===== config.mk =====
export PLATFORM = sky130hd
export DESIGN_NAME = key_macro_record_replay_core
export DESIGN_NICKNAME = d
export VERILOG_FILES = /design/src/design/kmrr_pkg.sv /design/src/design/key_macro_record_replay_core.sv
export SDC_FILE = /design/constraint.sdc
export NUM_CORES = 2
export LEC_CHECK = 0
export ABC_CLOCK_PERIOD_IN_PS = 8400
export BUFFER_PORTS_ARGS = -buffer_cell sky130_fd_sc_hd__buf_2
export CORE_AREA = 2 2 275 549
export CTS_CLUSTER_DIAMETER = 100
export DETAILED_ROUTE_END_ITERATION = 10
export DIE_AREA = 0 0 277 551
export PLACE_DENSITY = 0.77
export SETUP_SLACK_MARGIN = 0.02
export SLEW_MARGIN = 20
export SYNTH_ARGS = -nofsm -noshare
export SYNTH_HDL_FRONTEND = slang
export SYNTH_SLANG_ARGS = --single-unit

===== constraint.sdc =====
create_clock -name clk_i -period 8.4 [get_ports clk_i]
set_clock_uncertainty 0.1 [all_clocks]
set_input_delay 0.42 -clock clk_i [delete_from_list [all_inputs] [get_ports clk_i]]
set_output_delay 0.42 -clock clk_i [all_outputs]
set_load 0.02 [all_outputs]

===== src/design/kmrr_pkg.sv =====
// kmrr_pkg: shared codes and field widths for the key macro record/replay core
// operation kinds, macro modes and result status codes
// no dependencies
package kmrr_pkg;

  localparam int unsigned KindW   = 3;
  localparam int unsigned KeyW    = 8;
  localparam int unsigned CountW  = 16;
  localparam int unsigned StatusW = 3;
  localparam int unsigned ModeW   = 2;

  // operation kinds carried in the input tuser
  localparam logic [KindW-1:0] KIND_START_REC = 3'd0;
  localparam logic [KindW-1:0] KIND_END_REC   = 3'd1;
  localparam logic [KindW-1:0] KIND_EXECUTE   = 3'd2;
  localparam logic [KindW-1:0] KIND_ABORT     = 3'd3;
  localparam logic [KindW-1:0] KIND_GET_KEY   = 3'd4;
  localparam logic [KindW-1:0] KIND_QUERY     = 3'd5;

  // macro modes
  localparam logic [ModeW-1:0] MODE_IDLE      = 2'd0;
  localparam logic [ModeW-1:0] MODE_RECORDING = 2'd1;
  localparam logic [ModeW-1:0] MODE_REPLAYING = 2'd2;

  // result status codes
  localparam logic [StatusW-1:0] ST_OK       = 3'd0;
  localparam logic [StatusW-1:0] ST_IGNORED  = 3'd1;
  localparam logic [StatusW-1:0] ST_NO_MACRO = 3'd2;
  localparam logic [StatusW-1:0] ST_IN_MACRO = 3'd3;
  localparam logic [StatusW-1:0] ST_FULL     = 3'd4;

  // input tdata: user_key, repeat_count; output tdata: see top level
  localparam int unsigned InDataW  = 24;
  localparam int unsigned OutDataW = 16;

  // result fields waiting for the store read in the second stage
  typedef struct packed {
    logic               sel_mem;
    logic [KeyW-1:0]    key;
    logic               key_valid;
    logic               key_used;
    logic               pending;
    logic               recording;
    logic               replaying;
    logic [StatusW-1:0] status;
  } res_t;

endpackage


===== src/design/key_macro_record_replay_core.sv =====
// key_macro_record_replay_core: records key codes into an on-chip store and
// replays them a requested number of times
// depends on kmrr_pkg
//
// usage:
//   input stream s_axis: one operation per transfer. tuser holds the kind
//   (start record, end record, execute, abort, get key, query pending),
//   tdata holds the user key and the repeat count.
//   output stream m_axis: exactly one result per input transfer, in order.
//   throughput: one item per cycle while the output is not stalled; the
//   control registers are updated at the input transfer and the key store
//   takes one write (recording) or one read (replaying) per item, so items
//   never collide on an entry. the replayed key comes from the synchronous
//   store read, which the middle stage waits for.
//   reset: mode goes idle, no macro is defined and all counters clear. the
//   store holds no valid data and needs no clearing pass; only entries
//   below the recorded length are ever read.
//   stall: when m_axis_tready_i is low the output and the middle stage
//   hold, and s_axis_tready_o drops once both are full.
module key_macro_record_replay_core
  import kmrr_pkg::*;
#(
  parameter int unsigned STORE_DEPTH = 256
) (
  input  logic                clk_i,
  input  logic                rst_ni,
  input  logic                s_axis_tvalid_i,
  output logic                s_axis_tready_o,
  // [7:0] user_key, [23:8] repeat_count
  input  logic [InDataW-1:0]  s_axis_tdata_i,
  // [2:0] kind
  input  logic [KindW-1:0]    s_axis_tuser_i,
  output logic                m_axis_tvalid_o,
  input  logic                m_axis_tready_i,
  // [7:0] key_out, [8] key_valid, [9] user_key_used, [10] pending,
  // [11] recording, [12] replaying, [15:13] status
  output logic [OutDataW-1:0] m_axis_tdata_o
);

  localparam int unsigned AddrW = (STORE_DEPTH > 1) ? $clog2(STORE_DEPTH) : 1;
  localparam int unsigned LenW  = $clog2(STORE_DEPTH + 1);
  localparam logic [LenW-1:0] DepthVal = LenW'(STORE_DEPTH);

  logic [ModeW-1:0]  mode_q, mode_d;
  logic              defined_q, defined_d;
  logic [LenW-1:0]   len_q, len_d;
  logic [LenW-1:0]   pos_q, pos_d;
  logic [CountW-1:0] rep_q, rep_d;

  logic [KindW-1:0]  kind;
  logic [KeyW-1:0]   ukey;
  logic [CountW-1:0] count;

  logic              in_xfer;
  logic              wr_en, rd_en;
  logic [AddrW-1:0]  wr_addr, rd_addr;
  logic [KeyW-1:0]   mem_q [STORE_DEPTH];
  logic [KeyW-1:0]   rd_data_q;

  res_t              res_d, s1_q;
  logic              s1_valid_q, s1_adv;
  logic              m_valid_q;
  logic [OutDataW-1:0] m_data_q;
  logic [KeyW-1:0]   s1_key;

  assign kind  = s_axis_tuser_i;
  assign ukey  = s_axis_tdata_i[KeyW-1:0];
  assign count = s_axis_tdata_i[KeyW +: CountW];

  assign s1_adv          = s1_valid_q && (!m_valid_q || m_axis_tready_i);
  assign s_axis_tready_o = !s1_valid_q || s1_adv;
  assign in_xfer         = s_axis_tvalid_i && s_axis_tready_o;

  // next control state and result fields for the item on the input
  always_comb begin
    mode_d    = mode_q;
    defined_d = defined_q;
    len_d     = len_q;
    pos_d     = pos_q;
    rep_d     = rep_q;
    wr_en     = 1'b0;
    rd_en     = 1'b0;
    wr_addr   = len_q[AddrW-1:0];
    rd_addr   = pos_q[AddrW-1:0];
    res_d     = '0;
    res_d.status = ST_OK;

    unique case (kind)
      KIND_START_REC: begin
        if (mode_q != MODE_IDLE) begin
          res_d.status = ST_IGNORED;
        end else begin
          len_d     = '0;
          pos_d     = '0;
          defined_d = 1'b1;
          mode_d    = MODE_RECORDING;
        end
      end
      KIND_END_REC: begin
        if (mode_q == MODE_REPLAYING && rep_q != '0 && len_q != '0) begin
          rep_d = rep_q - CountW'(1);
          pos_d = '0;
        end else if (mode_q != MODE_IDLE) begin
          mode_d = MODE_IDLE;
          rep_d  = '0;
        end
      end
      KIND_EXECUTE: begin
        if (mode_q != MODE_IDLE) begin
          res_d.status = ST_IN_MACRO;
        end else if (!defined_q) begin
          res_d.status = ST_NO_MACRO;
        end else if (count != '0 && len_q != '0) begin
          rep_d  = count - CountW'(1);
          pos_d  = '0;
          mode_d = MODE_REPLAYING;
        end
      end
      KIND_ABORT: begin
        if (mode_q != MODE_IDLE) begin
          mode_d = MODE_IDLE;
          rep_d  = '0;
        end
      end
      KIND_GET_KEY: begin
        // end of macro: wrap while repeats remain, else drop out of replay
        if (mode_q == MODE_REPLAYING && pos_q >= len_q) begin
          if (rep_q != '0 && len_q != '0) begin
            rep_d = rep_q - CountW'(1);
            pos_d = '0;
          end else begin
            mode_d = MODE_IDLE;
            rep_d  = '0;
          end
        end
        res_d.key_valid = 1'b1;
        if (mode_d == MODE_REPLAYING) begin
          rd_en         = 1'b1;
          rd_addr       = pos_d[AddrW-1:0];
          pos_d         = pos_d + LenW'(1);
          res_d.sel_mem = 1'b1;
        end else begin
          res_d.key      = ukey;
          res_d.key_used = 1'b1;
          if (mode_q == MODE_RECORDING) begin
            if (len_q < DepthVal) begin
              wr_en = 1'b1;
              len_d = len_q + LenW'(1);
            end else begin
              res_d.status = ST_FULL;
            end
          end
        end
      end
      KIND_QUERY: begin
        res_d.pending = (mode_q == MODE_REPLAYING) && ((pos_q < len_q) || (rep_q != '0));
      end
      default: begin
      end
    endcase

    res_d.recording = (mode_d == MODE_RECORDING);
    res_d.replaying = (mode_d == MODE_REPLAYING);
  end

  always_ff @(posedge clk_i or negedge rst_ni) begin
    if (!rst_ni) begin
      mode_q    <= MODE_IDLE;
      defined_q <= 1'b0;
      len_q     <= '0;
      pos_q     <= '0;
      rep_q     <= '0;
    end else if (in_xfer) begin
      mode_q    <= mode_d;
      defined_q <= defined_d;
      len_q     <= len_d;
      pos_q     <= pos_d;
      rep_q     <= rep_d;
    end
  end

  // key store: one write or one read per item, read data held while stalled
  always_ff @(posedge clk_i) begin
    if (in_xfer && wr_en) begin
      mem_q[wr_addr] <= ukey;
    end
    if (in_xfer && rd_en) begin
      rd_data_q <= mem_q[rd_addr];
    end
  end

  // middle stage waits for the store read
  always_ff @(posedge clk_i or negedge rst_ni) begin
    if (!rst_ni) begin
      s1_valid_q <= 1'b0;
    end else if (s_axis_tready_o) begin
      s1_valid_q <= s_axis_tvalid_i;
    end
  end

  always_ff @(posedge clk_i) begin
    if (in_xfer) begin
      s1_q <= res_d;
    end
  end

  assign s1_key = s1_q.sel_mem ? rd_data_q : s1_q.key;

  // output register
  always_ff @(posedge clk_i or negedge rst_ni) begin
    if (!rst_ni) begin
      m_valid_q <= 1'b0;
    end else if (!m_valid_q || m_axis_tready_i) begin
      m_valid_q <= s1_valid_q;
    end
  end

  always_ff @(posedge clk_i) begin
    if (s1_adv) begin
      m_data_q <= {s1_q.status, s1_q.replaying, s1_q.recording, s1_q.pending,
                   s1_q.key_used, s1_q.key_valid, s1_key};
    end
  end

  assign m_axis_tvalid_o = m_valid_q;
  assign m_axis_tdata_o  = m_data_q;

endmodule


==> metrics.yaml <==
run_status:
  status: "finished clean"
setup_path:
  r2r_slack_ns: 2.22
  crit_type: "reg2reg"
  cp_max_fo: 67
  crit_family: "simple AND/OR/NAND/NOR gates"
  cp_num_cells: 13
  cp-start-kind: "register"
  end_kind: "register"
  required_ns: 8.83
  cpPeakStageDelay_ns: 0.80
  rr_startpoint: "len_q[6]$_DFFE_PN0P_"
  crit_buf_inv: 3
  r2r_end: "rd_data_q[2]$_DFFE_PP_"
  crit_top_cell: "o31ai_1"
  crit_chain: "inv_1 -> ha_1 -> nand4_1 -> nor3_1 -> o31ai_1 -> o21ai_4 -> buf_4 -> mux2_2 -> o221ai_1 -> a32oi_1 -> clkbuf_4 -> nor4b_1 -> o31ai_1"
  worstPathArrival_ns: 6.61
  slowest_stage: "buf_4"
  reg2reg_depth: 13
cts:
  ctsRootBufferMaster: "clkbuf_16"
  clk_latency_ns: 0.84
  cts_tree: "yes"
  post-cts-setup-buffer-count: 0
  htreeDepth: 4
  clk_pin_slew_ns: 0.07
  cts_resized: 0
  numCtsBuffers: 173
  cts_buffer_depth: 4
  clock_sinks: 2128
placement:
  dp.cells: 6855
  hpwl_mm: 155.4
  place_area_sq_um: 88000
  place_congestion: 1.002
  numPortBuffers: 48
  place_ws_ns: 2.564
synthesis:
  syn_area_sq_um: 85600
  syn_area_per_cell_sq_um: 16.73
  yosysTopAreaCell: "edfxtp_1"
  synth_top_area_share_pct: 73.28
  ys_types: 99
  postSynth.asyncResetShare_pct: 1.833
  yosys_warnings: 0
  synth_cells: 5116
  synth_ff_type: "edfxtp_1"
  ys_seq_elements: 2128
  synth_edf_count: 2089
  synth_fp_nets: 5163
  yosysSeqAreaShare_pct: 74.42
  ys_top_cells_by_area: "edfxtp_1 (73%), mux4_2 (6.2%), nor2_1 (1.9%)"
power:
  p_leak_nw: 28.67
  ir_drop_mv: 0.1644
  power_mw: 23.69
  powerDensity_nw_per_um2: 253.3
global_route:
  gr-total-overflow: 0
  antenna_found_initial: 12
  grt.total_usage_pct: 33.87
  grt_start_max_net_pins: 162
  grt_pass1_vias: 50860
  grt_pass1_wl_mm: 366.1
min_path:
  min_path_type: "in2reg"
  hold-path-cell-count: 4
  hold_end: "rep_q[8]$_DFFE_PN0P_"
  hp-start: "s_axis_tdata_i[16]"
final_layout:
  areaGrowthSynthToFinish_pct: 9.295
  drive_gt1_share_pct: 15.70
  finalInstanceArea_sq_um: 93560
  final_net_count: 5171
  fin_cells: 7169
  layout_common_cells: "edfxtp_1 (2089), nor2_1 (430), nand2_1 (354), mux4_2 (237), clkbuf_16 (175)"
  final_common_cell: "edfxtp_1"
timing:
  fin_crit_sh_pct: 73.57
  layout_setup_ws_ns: 2.220
  tightest_slew_ns: 1.337
  hold_viol_final: 0
  max_slew_margin_pct: 10.33
  setup_viol: 0
  final.setup.tns_ns: 0
  final-max-slew-violation-count: 0
  grt_setup_unrepaired: "no"
  fmax_mhz: 161.8
  min_period_ns: 6.180
floorplanning:
  coreArea_sq_um: 148100
  start_util_pct: 57.78
  dieArea_sq_um: 152600
  rows: 200
  die_x_um: 277
  ioPinCount: 49
  dieHeight_um: 551
route:
  drt-vias-per-instance: 7.156
  wl_per_cell_um: 35.95
  routed_wl_mm: 257.7
  drt-initial-drc-count: 8212
  vias: 51300
  post-route-drc-count: 0
  first_pass_iters: 6
  ant_nets: 0
flow_run:
  drv_cap: 0
-- worst reg2reg max path: stages (launching register included) --
cell,delay (ns)
dfrtp_1,0.57
inv_1,0.15
ha_1,0.33
nand4_1,0.24
nor3_1,0.60
o31ai_1,0.32
o21ai_4,0.55
buf_4,0.81
mux2_2,0.54
o221ai_1,0.25
a32oi_1,0.19
clkbuf_4,0.30
nor4b_1,0.79
o31ai_1,0.17
-- layout make-up --
class                      instances  area [sq um]
clock inverter                    88         853.3
sequential                      2128         63720
clock buffer                     206          4506
antenna                            7         17.52
fill                            9841         54590
timing repair buffer             176          1481
inverter                          58         220.2
tap                             1919          2401
multi-input combinational       2587         20360
-- metal layers --
layer | part of all wire (%) | vias up | GRT usage (%)
li1 | - | 20540 | -
met2 | 48 | 4239 | 54.84
met3 | 12 | 1243 | 8.773
met1 | 29 | 25270 | 37.24
met4 | 11 | 10 | 29.65
met5 | 0.022 | - | 0
-- sequential cells by signal, summed over array words and instances, names as in the netlist --
signal,count
defined_q,1
len_q,9
m_axis_tdata_o,16
m_axis_tvalid_o,1
mem_q,2048
mode_q,2
pos_q,9
rd_data_q,8
rep_q,16
s1_q,17
s1_valid_q,1
-- worst max path at each step --
stage                    startpoint                      to  slack [ns]
5_1_grt        len_q[6]$_DFFE_PN0P_  rd_data_q[2]$_DFFE_PP_        2.18
3_3_place_gp   pos_q[0]$_DFFE_PN0P_  rd_data_q[2]$_DFFE_PP_        2.56
3_5_place_dp   pos_q[0]$_DFFE_PN0P_  rd_data_q[2]$_DFFE_PP_        2.56
6_report       len_q[6]$_DFFE_PN0P_  rd_data_q[2]$_DFFE_PP_        2.22
4_1_cts        pos_q[0]$_DFFE_PN0P_  rd_data_q[2]$_DFFE_PP_        2.52
2_1_floorplan  pos_q[0]$_DFFE_PN0P_    pos_q[8]$_DFFE_PN0P_        4.06
-- synth_stat cells, types with 56 or more instances --
cell type     n
inv_1        56
o21ai_0     170
nand2_1     360
a21oi_1     156
mux2_2       91
nor2_1      431
buf_2       112
clkbuf_1    178
mux4_2      237
o211ai_1     89
edfxtp_1   2089
mux2i_1     145
o221ai_1     92
o22ai_1     101
-- stage by stage --
| step | hold WS (ns) | utilization [%] |
|---|---|---|
| after global routing | 0.08239 | 63.14 |
| after detailed placement | 0.3072 | 59.40 |
| after global placement | 0.3038 | 59.39 |
| final | 0.03674 | 63.15 |
| after floorplan | 0.02441 | - |
| after CTS | 0.01143 | 63.08 |
-- kinds of logic (layout without fill, tap and decap cells) --
group	count (synthesis)	in the layout	share of synthesized area, %
XOR/XNOR	15	15	0.1535
flip-flops	2128	2128	74.42
other	0	7	0
adder cells (fa/ha/maj)	16	16	0.2339
buffers and inverters	401	528	2.023
multiplexers	477	477	9.181
AO/OA/AOI/OAI	1025	1025	8.552
AND/OR/NAND/NOR	1054	1054	5.433
-- what timing repair did --
item / 4_1_cts / 5_1_grt
endpoints found under the setup margin: 0 / 0
hold buffers: 8 / 0
endpoints found under the hold margin: 44 / 0
-- power by group --
group | switching (mW) | internal, mW
clock | 3.71 | 4.32
combinational | 2.63 | 1.17
sequential | 0.152 | 11.7
Note: power is estimated with default switching activity, not from simulation.
